File: src/design/sfs_pkg.sv
`timescale 1ns / 1ps
// ----------------------------------------------------------------------------
// sfs_pkg
// Shared types and constants of the serial-bus frame sync and channel extract
// block: item words, queue entry, command and register codes.
// ----------------------------------------------------------------------------
package sfs_pkg;

    // window geometry: the newest byte plus the 24 held in the shift line
    localparam int WIN_KEEP     = 24;
    localparam int FILL_W       = 5;
    localparam int PAYLOAD_W    = 44;
    localparam int CHAN_W       = 11;
    localparam int CHAN_SHIFT   = 4;
    localparam int OUT_CHAN_W   = 15;

    // queue between front and back
    localparam int QPTR_W       = 2;
    localparam int QUEUE_DEPTH  = 2 ** QPTR_W;
    localparam int QCNT_W       = QPTR_W + 1;

    // configuration port
    localparam int CFG_IDX_W    = 2;
    localparam logic [CFG_IDX_W-1:0] CFG_START_MARKER = 2'd0;
    localparam logic [CFG_IDX_W-1:0] CFG_END_MARKER   = 2'd1;
    localparam logic [7:0] START_MARKER_RST = 8'd15;
    localparam logic [7:0] END_MARKER_RST   = 8'd0;

    // command codes
    localparam logic [1:0] CMD_RX_BYTE  = 2'd0;
    localparam logic [1:0] CMD_UART_ERR = 2'd1;
    localparam logic [1:0] CMD_CLEAR    = 2'd2;

    // sticky flag bit positions
    localparam int ERR_FRAMING = 0;
    localparam int ERR_PARITY  = 1;
    localparam int ERR_OVERRUN = 2;

    typedef struct packed {
        logic [1:0] cmd;
        logic [7:0] rx_byte;
        logic       framing_fault;
        logic       parity_fault;
        logic       overrun_fault;
        logic [2:0] clear_mask;
    } t_in_item;

    typedef struct packed {
        logic                  frame_ready;
        logic [OUT_CHAN_W-1:0] chan_zero;
        logic [OUT_CHAN_W-1:0] chan_one;
        logic [OUT_CHAN_W-1:0] chan_two;
        logic [OUT_CHAN_W-1:0] chan_three;
        logic [2:0]            error_flags;
    } t_out_item;

    typedef struct packed {
        logic                 frame_ready;
        logic [PAYLOAD_W-1:0] payload;
        logic [2:0]           error_flags;
    } t_q_entry;

    typedef struct packed {
        logic     valid;
        t_q_entry entry;
    } t_q_push;

    typedef struct packed {
        logic     valid;
        t_q_entry entry;
    } t_q_head;

    typedef struct packed {
        logic       valid;
        logic [CFG_IDX_W-1:0] index;
        logic [7:0] data;
    } t_cfg_wr;

endpackage

File: src/design/sbus_frame_sync_channel_extract_core.sv
`timescale 1ns / 1ps
// ----------------------------------------------------------------------------
// sbus_frame_sync_channel_extract_core
// Serial-bus frame synchronizer and channel extractor, top level.
// ----------------------------------------------------------------------------
// Takes one input word per clock while the input is not stalled and gives
// exactly one result word for each, in order. The front updates the byte
// window and flags in the cycle of acceptance and writes the entry into a
// four-entry queue, and the back then loads it into the output register once
// that register is empty or being taken. Input stall rises only when that
// queue is full; with the output free, the sustained rate is one word per
// cycle.
// The configuration port is always ready, and marker writes take effect at
// the next edge; write them only while no word is in flight.
module sbus_frame_sync_channel_extract_core import sfs_pkg::*; (
    input  logic                 i_clk,
    input  logic                 i_rst_n,
    input  logic                 i_in_valid,
    output logic                 o_in_stall,
    input  t_in_item             i_in_data,
    output logic                 o_out_valid,
    input  logic                 i_out_stall,
    output t_out_item            o_out_data,
    input  logic                 i_cfg_valid,
    output logic                 o_cfg_ready,
    input  logic [CFG_IDX_W-1:0] i_cfg_index,
    input  logic [7:0]           i_cfg_data
);

    t_q_push push;
    t_q_head head;
    t_cfg_wr cfg;
    logic    q_full;
    logic    pop;
    logic    accept;

    assign o_in_stall  = q_full;
    assign accept      = i_in_valid && !q_full;
    assign o_cfg_ready = 1'b1;

    // config write bundle
    always_comb begin
        cfg.valid = i_cfg_valid;
        cfg.index = i_cfg_index;
        cfg.data  = i_cfg_data;
    end

    sfs_front u_front (
        .i_clk   (i_clk),
        .i_rst_n (i_rst_n),
        .i_accept(accept),
        .i_item  (i_in_data),
        .i_cfg   (cfg),
        .o_push  (push)
    );

    sfs_queue u_queue (
        .i_clk   (i_clk),
        .i_rst_n (i_rst_n),
        .i_push  (push),
        .i_pop   (pop),
        .o_head  (head),
        .o_full  (q_full)
    );

    sfs_back u_back (
        .i_clk       (i_clk),
        .i_rst_n     (i_rst_n),
        .i_head      (head),
        .o_pop       (pop),
        .o_out_valid (o_out_valid),
        .i_out_stall (i_out_stall),
        .o_out_data  (o_out_data)
    );

endmodule

File: src/design/sfs_front.sv
`timescale 1ns / 1ps
// ----------------------------------------------------------------------------
// sfs_front
// Accepts words, keeps the byte window, fill count, markers and sticky flags,
// detects frames and pushes one queue entry per accepted word.
// ----------------------------------------------------------------------------
module sfs_front import sfs_pkg::*; (
    input  logic     i_clk,
    input  logic     i_rst_n,
    input  logic     i_accept,
    input  t_in_item i_item,
    input  t_cfg_wr  i_cfg,
    output t_q_push  o_push
);

    logic [7:0]        r_win [WIN_KEEP];
    logic [FILL_W-1:0] r_fill;
    logic [FILL_W-1:0] n_fill;
    logic [2:0]        r_err;
    logic [2:0]        n_err;
    logic [7:0]        r_start;
    logic [7:0]        r_end;
    logic              full_win;
    logic              is_rx;
    logic              frame;
    logic [47:0]       data_bytes;

    assign is_rx    = (i_item.cmd == CMD_RX_BYTE);
    assign full_win = (r_fill == FILL_W'(WIN_KEEP));
    assign frame    = is_rx && full_win && (r_win[WIN_KEEP-1] == r_start)
                      && (i_item.rx_byte == r_end);

    // data bytes after the start byte, first one in the low bits
    always_comb begin
        for (int k = 0; k < 6; k++) begin
            data_bytes[k*8 +: 8] = r_win[WIN_KEEP-2-k];
        end
    end

    // next fill count
    always_comb begin
        n_fill = r_fill;
        if (is_rx) begin
            if (frame) begin
                n_fill = FILL_W'(1);
            end else if (!full_win) begin
                n_fill = r_fill + FILL_W'(1);
            end
        end
    end

    // sticky flags, framing over parity over overrun
    always_comb begin
        n_err = r_err;
        case (i_item.cmd)
            CMD_UART_ERR: begin
                if (i_item.framing_fault) begin
                    n_err[ERR_FRAMING] = 1'b1;
                end else if (i_item.parity_fault) begin
                    n_err[ERR_PARITY] = 1'b1;
                end else if (i_item.overrun_fault) begin
                    n_err[ERR_OVERRUN] = 1'b1;
                end
            end
            CMD_CLEAR: begin
                n_err = r_err & ~i_item.clear_mask;
            end
            default: begin
                n_err = r_err;
            end
        endcase
    end

    // control state
    always_ff @(posedge i_clk) begin
        if (!i_rst_n) begin
            r_fill  <= '0;
            r_err   <= '0;
            r_start <= START_MARKER_RST;
            r_end   <= END_MARKER_RST;
        end else begin
            if (i_accept) begin
                r_fill <= n_fill;
                r_err  <= n_err;
            end
            if (i_cfg.valid && i_cfg.index == CFG_START_MARKER) begin
                r_start <= i_cfg.data;
            end
            if (i_cfg.valid && i_cfg.index == CFG_END_MARKER) begin
                r_end <= i_cfg.data;
            end
        end
    end

    // byte shift line, newest at the low end
    always_ff @(posedge i_clk) begin
        if (i_accept && is_rx) begin
            r_win[0] <= i_item.rx_byte;
            for (int i = 1; i < WIN_KEEP; i++) begin
                r_win[i] <= r_win[i-1];
            end
        end
    end

    // queue entry
    always_comb begin
        o_push.valid             = i_accept;
        o_push.entry.frame_ready = frame;
        o_push.entry.payload     = data_bytes[PAYLOAD_W-1:0];
        o_push.entry.error_flags = n_err;
    end

    a_frame_restarts_fill: assert property (@(posedge i_clk) disable iff (!i_rst_n)
        (i_accept && frame) |=> (r_fill == FILL_W'(1)))
        else $error("fill count not restarted after a frame");

    a_fill_bounded: assert property (@(posedge i_clk) disable iff (!i_rst_n)
        i_accept |=> (r_fill <= FILL_W'(WIN_KEEP)))
        else $error("fill count beyond the window");

endmodule

File: src/design/sfs_queue.sv
`timescale 1ns / 1ps
// ----------------------------------------------------------------------------
// sfs_queue
// Short first-in first-out queue of entries between the front and the back.
// ----------------------------------------------------------------------------
module sfs_queue import sfs_pkg::*; (
    input  logic    i_clk,
    input  logic    i_rst_n,
    input  t_q_push i_push,
    input  logic    i_pop,
    output t_q_head o_head,
    output logic    o_full
);

    t_q_entry          r_mem [QUEUE_DEPTH];
    logic [QPTR_W-1:0] r_wptr;
    logic [QPTR_W-1:0] r_rptr;
    logic [QCNT_W-1:0] r_count;
    logic              do_pop;

    assign o_full       = (r_count == QCNT_W'(QUEUE_DEPTH));
    assign o_head.valid = (r_count != '0);
    assign o_head.entry = r_mem[r_rptr];
    assign do_pop       = i_pop && o_head.valid;

    // pointers and count
    always_ff @(posedge i_clk) begin
        if (!i_rst_n) begin
            r_wptr  <= '0;
            r_rptr  <= '0;
            r_count <= '0;
        end else begin
            if (i_push.valid) begin
                r_wptr <= r_wptr + QPTR_W'(1);
            end
            if (do_pop) begin
                r_rptr <= r_rptr + QPTR_W'(1);
            end
            if (i_push.valid && !do_pop) begin
                r_count <= r_count + QCNT_W'(1);
            end else if (!i_push.valid && do_pop) begin
                r_count <= r_count - QCNT_W'(1);
            end
        end
    end

    // entry storage
    always_ff @(posedge i_clk) begin
        if (i_push.valid) begin
            r_mem[r_wptr] <= i_push.entry;
        end
    end

    a_no_push_when_full: assert property (@(posedge i_clk) disable iff (!i_rst_n)
        o_full |-> !i_push.valid)
        else $error("push into a full queue");

    a_count_bounded: assert property (@(posedge i_clk) disable iff (!i_rst_n)
        r_count <= QCNT_W'(QUEUE_DEPTH))
        else $error("queue count beyond depth");

endmodule

File: src/design/sfs_back.sv
`timescale 1ns / 1ps
// ----------------------------------------------------------------------------
// sfs_back
// Takes queue entries, splits the payload bits into four channels and holds
// the result word in the output register until the receiver takes it.
// ----------------------------------------------------------------------------
module sfs_back import sfs_pkg::*; (
    input  logic      i_clk,
    input  logic      i_rst_n,
    input  t_q_head   i_head,
    output logic      o_pop,
    output logic      o_out_valid,
    input  logic      i_out_stall,
    output t_out_item o_out_data
);

    logic      r_valid;
    t_out_item r_data;
    t_out_item n_data;
    logic      load;

    assign load  = i_head.valid && (!r_valid || !i_out_stall);
    assign o_pop = load;

    // channel split, 11 bits each, moved up by 4
    function automatic logic [OUT_CHAN_W-1:0] chan_of(
        input logic [PAYLOAD_W-1:0] bits,
        input int                   idx,
        input logic                 ready
    );
        logic [CHAN_W-1:0] raw;
        raw = bits[idx*CHAN_W +: CHAN_W];
        return ready ? {raw, {CHAN_SHIFT{1'b0}}} : '0;
    endfunction

    always_comb begin
        n_data.frame_ready = i_head.entry.frame_ready;
        n_data.chan_zero   = chan_of(i_head.entry.payload, 0, i_head.entry.frame_ready);
        n_data.chan_one    = chan_of(i_head.entry.payload, 1, i_head.entry.frame_ready);
        n_data.chan_two    = chan_of(i_head.entry.payload, 2, i_head.entry.frame_ready);
        n_data.chan_three  = chan_of(i_head.entry.payload, 3, i_head.entry.frame_ready);
        n_data.error_flags = i_head.entry.error_flags;
    end

    // output valid
    always_ff @(posedge i_clk) begin
        if (!i_rst_n) begin
            r_valid <= 1'b0;
        end else if (load) begin
            r_valid <= 1'b1;
        end else if (!i_out_stall) begin
            r_valid <= 1'b0;
        end
    end

    // output word
    always_ff @(posedge i_clk) begin
        if (load) begin
            r_data <= n_data;
        end
    end

    assign o_out_valid = r_valid;
    assign o_out_data  = r_data;

    a_no_frame_zero_chans: assert property (@(posedge i_clk) disable iff (!i_rst_n)
        (r_valid && !r_data.frame_ready) |-> (r_data.chan_zero == '0 &&
        r_data.chan_one == '0 && r_data.chan_two == '0 && r_data.chan_three == '0))
        else $error("channel data without a frame");

    a_chan_low_bits_clear: assert property (@(posedge i_clk) disable iff (!i_rst_n)
        r_valid |-> (r_data.chan_zero[CHAN_SHIFT-1:0] == '0 &&
        r_data.chan_three[CHAN_SHIFT-1:0] == '0))
        else $error("channel low bits not zero");

endmodule
File: config.mk
export PLATFORM = sky130hd
export DESIGN_NAME = sbus_frame_sync_channel_extract_core
export DESIGN_NICKNAME = d
export VERILOG_FILES = /design/src/design/sfs_pkg.sv /design/src/design/sbus_frame_sync_channel_extract_core.sv /design/src/design/sfs_front.sv /design/src/design/sfs_queue.sv /design/src/design/sfs_back.sv
export SDC_FILE = /design/constraint.sdc
export NUM_CORES = 1
export LEC_CHECK = 0
export ABC_CLOCK_PERIOD_IN_PS = 10350
export BUFFER_PORTS_ARGS = -buffer_cell sky130_fd_sc_hd__buf_2
export CAP_MARGIN = 10
export CELL_PAD_IN_SITES_DETAIL_PLACEMENT = 1
export CELL_PAD_IN_SITES_GLOBAL_PLACEMENT = 1
export CORE_MARGIN = 1.5
export CORE_UTILIZATION = 55
export CTS_CLUSTER_DIAMETER = 60
export CTS_CLUSTER_SIZE = 30
export DETAILED_ROUTE_END_ITERATION = 8
export PLACE_DENSITY = 0.81
export SYNTH_ARGS = -nofsm -noshare
export SYNTH_HDL_FRONTEND = slang
export SYNTH_SLANG_ARGS = --single-unit
File: constraint.sdc
create_clock -name i_clk -period 10.35 [get_ports i_clk]
set_clock_uncertainty 0.05 [all_clocks]
set_input_delay 2.07 -clock i_clk [delete_from_list [all_inputs] [get_ports i_clk]]
set_output_delay 2.07 -clock i_clk [all_outputs]
set_load 0.03 [all_outputs]
==> results of run 1 <==
==> cell usage after synthesis, drive strengths merged (7+ instances only) <==
cell | number | area share (%)
nor2 | 21 | 0.48
mux4 | 47 | 6.4
ha | 10 | 0.76
buf | 34 | 1.6
nor2b | 46 | 2.1
nand2 | 17 | 0.39
xnor2 | 19 | 1.0
a21oi | 8 | 0.24
inv | 12 | 0.27
mux2i | 19 | 1.2
edfxtp | 432 | 79
nand4 | 7 | 0.27
dfxtp | 34 | 4.1
==> state kept, by name, summed over array words and instances, names as in the netlist, named ones only <==
signal,cells
u_front.r_win,192
u_queue.r_mem,192
u_back.o_out_valid,1
u_front.r_start,8
u_back.o_out_data,48
u_front.r_fill,5
u_front.r_end,8
u_queue.r_rptr,2
u_front.r_err,3
u_queue.r_wptr,2
u_queue.r_count,3
==> power by group <==
group / internal [µW] / leakage, µW / switching, µW / total, µW
Clock: 629 / 0.000540 / 690 / 1320
Combinational: 303 / 0.00128 / 540 / 843
Sequential: 2340 / 0.00428 / 119 / 2460
==> final timing paths <==
| path | from | endpoint | cells past startpoint |
|---|---|---|---|
| min reg2reg | u_front.r_win[0][17]$_DFFE_PP_ | u_front.r_win[0][25]$_DFFE_PP_ | 0 |
| max reg2reg | u_queue.r_count[1]$_SDFFE_PN0P_ | u_front.r_win[1][2]$_DFFE_PP_ | 4 |
| min | u_front.r_win[0][17]$_DFFE_PP_ | u_front.r_win[0][25]$_DFFE_PP_ | 0 |
| max | i_in_data[14] | u_front.r_win[1][2]$_DFFE_PP_ | 7 |
==> worst register-to-register path: cells and delay by family, from the launching register on <==
kind / cells / cell delay, ps
buffers and inverters: 2 / 1680
and+or+nand+nor: 2 / 510
DFF: 1 / 500
==> through the flow <==
stage                     util, %  hold WS, ps  std cells  instance area [µm²]
after floorplan                 -          350        781                16600
after global placement       58.4          351       1222                17300
after detailed placement     58.4          356       1222                17300
after CTS                    62.2          367       1279                18400
after global routing         62.2          376       1279                18400
final                        62.2          369       1279                18400
==> kinds of logic after synthesis <==
| logic type | Yosys count | synth area share, % |
|---|---|---|
| xor gates and xnor gates | 22 | 1.17 |
| adders and majority gates | 11 | 0.879 |
| buffers and inverters | 50 | 1.92 |
| and+or+nand+nor | 122 | 4.56 |
| other | 2 | 0.0455 |
| AOI/OAI and AO/OA | 26 | 1.08 |
| DFF | 466 | 82.7 |
| muxes | 67 | 7.63 |
==> layer usage <==
metal | global-route usage, % | routed length [µm]
met1 | 26.0 | 12000
met2 | 31.7 | 14200
met3 | 2.26 | 1130
met4 | 4.31 | 443
met5 | 0 | 0
==> layout make-up <==
type	instances	share of cell area, %
clock buffers	32	4.24
clock inverters	25	1.83
inverters	13	0.293
multi-input cells	265	14.2
flip-flops and latches	466	74.3
well taps	390	2.65
repair buffers	88	2.50
==> qor.yml, run 1 <==
clock_network:
  clk_pin_slew_ps: 100
  cts_resized: 0
  ctsHoldBuffers: 0
  cts-root-buf: "clkbuf_16"
  cts.path.max_buffers: 3
  numCtsBuffers: 31
  clkLatencyLatePin_ps: 580
  tritoncts: "built"
  cts.sinks: 466
  htree_num_levels: 1
  post_cts_buffers: 0
yosys:
  syn-cell-area_um2: 16500
  synth.distinct_cells: 53
  netlist_instances: 766
  synth_warnings: 0
  synth.ff_latch_count: 466
  synth_ff_type: "edfxtp_1"
  async_flop_share_pct: 0
  synth_area_per_cell_um2: 21.5
  yosysSeqAreaShare_pct: 82.7
  synth_enable_flop_cells: 432
placement:
  gp_congestion: 0.748
  post-dp-hpwl_um: 16300
  place_ws_ps: 5180
  port-buffer-count: 80
sta:
  fmax_mhz: 221
  worst_pin_slew_ps: 1160
  fin_crit_ps: 4520
  finalHoldViolations: 0
  period_share_pct: 43.7
  setup_viol: 0
  fin_tns_setup_ps: 0
  relSlewSlack_pct: 22.8
  slew_violations: 0
  rsz0062_at_grt: "no"
  fin_ws_ps: 5830
global_route:
  grt_pass1_wl_um: 43300
  grt_max_degree: 113
  grt_usage_pct: 18.6
  grt_pass1_vias: 7384
  grt_overflow: 0
  grt_antenna_before_repair: 0
drt:
  postRouteAntennaNets: 0
  remaining_drc_errors: 0
  first_pass_iters: 5
  wl_per_cell_um: 21.7
  vias: 6995
  viasPerCell: 5.47
  drt_iter0_drc: 509
  routed_wl_um: 27800
power_and_ir_drop:
  p_total_uw: 4620
  power.leakage_uw: 0.00611
  power.density_nw_per_um2: 252
  vdd_drop_max_uv: 194
setup_path:
  cpMaxStageDelayCell: "buf_4"
  arrival_ps: 4670
  critPathLaunchType: "input pin"
  rrSetupSlack_ps: 7190
  cp_cell_sequence: "buf_2 -> inv_1 -> ha_1 -> nand2_1 -> or2_2 -> inv_6 -> buf_4"
  worstSetupPathType: "in -> reg"
  path_max_fanout: 112
  cp.buffers_inverters: 4
  max_stage_delay_ps: 870
  critPathTopFamily: "buffers and inverters"
  endpoint_kind: "flip-flop"
  critPathRequiredTime_ps: 10500
floorplanning:
  start_util_pct: 55.8
  die_h_um: 176
  die_w_um: 176
  core-area_um2: 29600
  boundaryPins: 98
  fp-row-count: 63
  die-area_um2: 31100
cells_and_area:
  syn2layout_area_growth_pct: 11.4
  layout-drive-gt1-share_pct: 24.4
  regArea_um2: 13700
  diodes: 0
  multiInputGateArea_um2: 2610
  layout_common_cells: "edfxtp_1 (432), buf_2 (80), mux4_2 (47)"
  mostFrequentLayoutCell: "edfxtp_1"
  fillCellCount: 2504
  nets: 907
hold_path:
  hp-class: "reg -> reg"
run:
  cap_violations: 0
outcome:
  status: "completed"
(Power assumes the default switching activity.)
==> run 2: changes to the inputs <==
- ABC_CLOCK_PERIOD_IN_PS: 10350 -> 4000
- CORE_UTILIZATION: 55 -> 48
- PLACE_DENSITY: 0.81 -> 0.75
- clock period: 10.35 -> 4 ns (I/O delays scaled with it)
==> run 2 against run 1 <==
  * Non-clock buffer count rose by 4
  * Flip-flop and latch count did not move
  * Highest routed layer unchanged
  * Count of clock-buffer cells in the layout fell by 3
  * Global-route usage fell by 2.8 points
  * Largest power group unchanged
  * Sequential share of layout area fell by 0.43 points
  * Utilization fell by 7.3 points
  * Critical path type is now reg -> reg
  * Via count fell by 0.23%
  * Power rose to 2.6 times the previous value
  * Design area rose by 0.59%
  * Routed wire length fell by 0.69%
  * First-iteration DRC count fell by 0.79%
  * Setup slack got worse by 4300 ps
==> qor.yml, run 2 (synthesis results as in run 1) <==
drt:
  drt_iter0_drc: 505
  viasPerCell: 5.22
  postRouteAntennaNets: 0
  vias: 6979
  remaining_drc_errors: 0
  first_pass_iters: 4
  routed_wl_um: 27600
  wl_per_cell_um: 20.6
setup_path:
  max_stage_delay_ps: 490
  r2r_cells: 9
  arrival_ps: 2960
  critPathRequiredTime_ps: 4430
  path_max_fanout: 10
  worstSetupPathType: "reg -> reg"
  cp_cell_sequence: "nor3b_4 -> nand2b_2 -> inv_2 -> ha_1 -> inv_1 -> fa_1 -> xor2_1 -> or3_1 -> a21oi_1"
  cpMaxStageDelayCell: "dfxtp_1"
  critPathLaunchType: "flip-flop"
  endpoint_kind: "flip-flop"
clock_network:
  clk_pin_slew_ps: 100
  cts.path.max_buffers: 3
  clkLatencyLatePin_ps: 580
  cts-root-buf: "clkbuf_16"
  post_cts_buffers: 0
  ctsHoldBuffers: 0
  tritoncts: "built"
  cts_resized: 0
  cts.sinks: 466
  numCtsBuffers: 28
  htree_num_levels: 1
power_and_ir_drop:
  p_total_uw: 11900
  power.leakage_uw: 0.00611
  switching_power_uw: 3500
  p_clk_share_pct: 27.9
  vdd_drop_max_uv: 489
  intPower_uw: 8360
  sequentialPowerShare_pct: 53.5
  switching_share_pct: 29.5
  power.density_nw_per_um2: 641
  power_frac_comb_pct: 18.5
global_route:
  grt_pass1_vias: 7391
  grt_antenna_before_repair: 0
  grt_usage_pct: 15.8
  grt_max_degree: 90
  grt_pass1_wl_um: 42600
  grt_overflow: 0
floorplanning:
  die_w_um: 188
  die_h_um: 188
  boundaryPins: 98
  start_util_pct: 49.0
  die-area_um2: 35500
  fp-row-count: 67
  core-area_um2: 33700
run:
  cap_violations: 0
hold_path:
  hold_depth: 0
  hp-class: "reg -> reg"
sta:
  worst_pin_slew_ps: 1150
  fmax_mhz: 397
  slew_violations: 0
  rsz0062_at_grt: "no"
  period_share_pct: 63.0
  fin_crit_ps: 2520
  finalHoldViolations: 0
  relSlewSlack_pct: 23.5
  setup_viol: 0
placement:
  placed_cells: 1284
  port-buffer-count: 80
  post-dp-hpwl_um: 16200
  placed_area_um2: 17400
  gp_congestion: 0.761
cells_and_area:
  fillCellCount: 2978
  mostFrequentLayoutCell: "edfxtp_1"
  diodes: 0
  syn2layout_area_growth_pct: 12.0
  nets: 908
  layout-drive-gt1-share_pct: 24.8
  layout_common_cells: "edfxtp_1 (432), buf_2 (80), mux4_2 (47)"
  fin_cells: 1336
  design_area_um2: 18500
outcome:
  status: "completed"
[run 2: changes by cell type in the layout (fill, tap and decap cells not counted), moves of 2 or more]
cell       previous run  this run
buf_4                 8        11
inv_16                1         4
clkbuf_16            31        29
clkinv_4              2         0
inv_1                 9         7
inv_12                4         6
inv_8                 6         4
[run 2: final cells by class]
cell class | instances | area (µm²) | area share (%)
clock buffers | 29 | 726 | 3.93
clock inverters | 23 | 342 | 1.85
inverters | 13 | 72.6 | 0.393
multi-input cells | 265 | 2630 | 14.2
flip-flops and latches | 466 | 13700 | 73.9
well taps | 448 | 561 | 3.03
repair buffers | 92 | 503 | 2.72
[run 2: power by group through the flow]
stage	Sequential (µW)	Combinational [µW]	Clock, µW
4_1_cts	6370	2240	3420
3_5_place_dp	6470	2230	0
3_3_place_gp	6440	2190	0
2_1_floorplan	6860	1220	0
6_report	6350	2190	3310
5_1_grt	6430	2360	3540
[run 2: critical path, delay by kind of cell (launching register included)]
family / cells / cell delay [ps]
AO/OA/AOI/OAI: 1 / 140
adder cells (fa/ha/maj): 2 / 630
flip-flops: 1 / 490
buffers and inverters: 2 / 230
XOR/XNOR: 1 / 180
AND/OR/NAND/NOR: 3 / 690
[run 2: metal layers]
layer	track usage (%)	wire length, µm	share of wire [%]
met5	0	0	0
met1	21.3	11900	43
met3	2.44	1270	4.6
met2	27.3	13900	50
met4	3.79	468	1.7
[run 2: stage by stage]
step           worst slack (ps)  util, %  TNS [ps]  hold slack [ps]
2_1_floorplan              -480        -    -92080              350
3_3_place_gp               1150     51.7         0              350
3_5_place_dp               1060     51.7         0              355
4_1_cts                    1460     54.9         0              365
5_1_grt                    1340     54.9         0              377
6_report                   1480     54.9         0              368
[run 2: worst paths after layout]
kind                                         from                              end  slack [ps]
setup / recovery  u_queue.r_count[1]$_SDFFE_PN0P_  u_queue.r_count[2]$_SDFFE_PN0P_        1480
hold / removal      u_front.r_win[0][9]$_DFFE_PP_   u_front.r_win[0][17]$_DFFE_PP_         370
setup reg to reg  u_queue.r_count[1]$_SDFFE_PN0P_  u_queue.r_count[2]$_SDFFE_PN0P_        1480
hold reg to reg     u_front.r_win[0][9]$_DFFE_PP_   u_front.r_win[0][17]$_DFFE_PP_         370
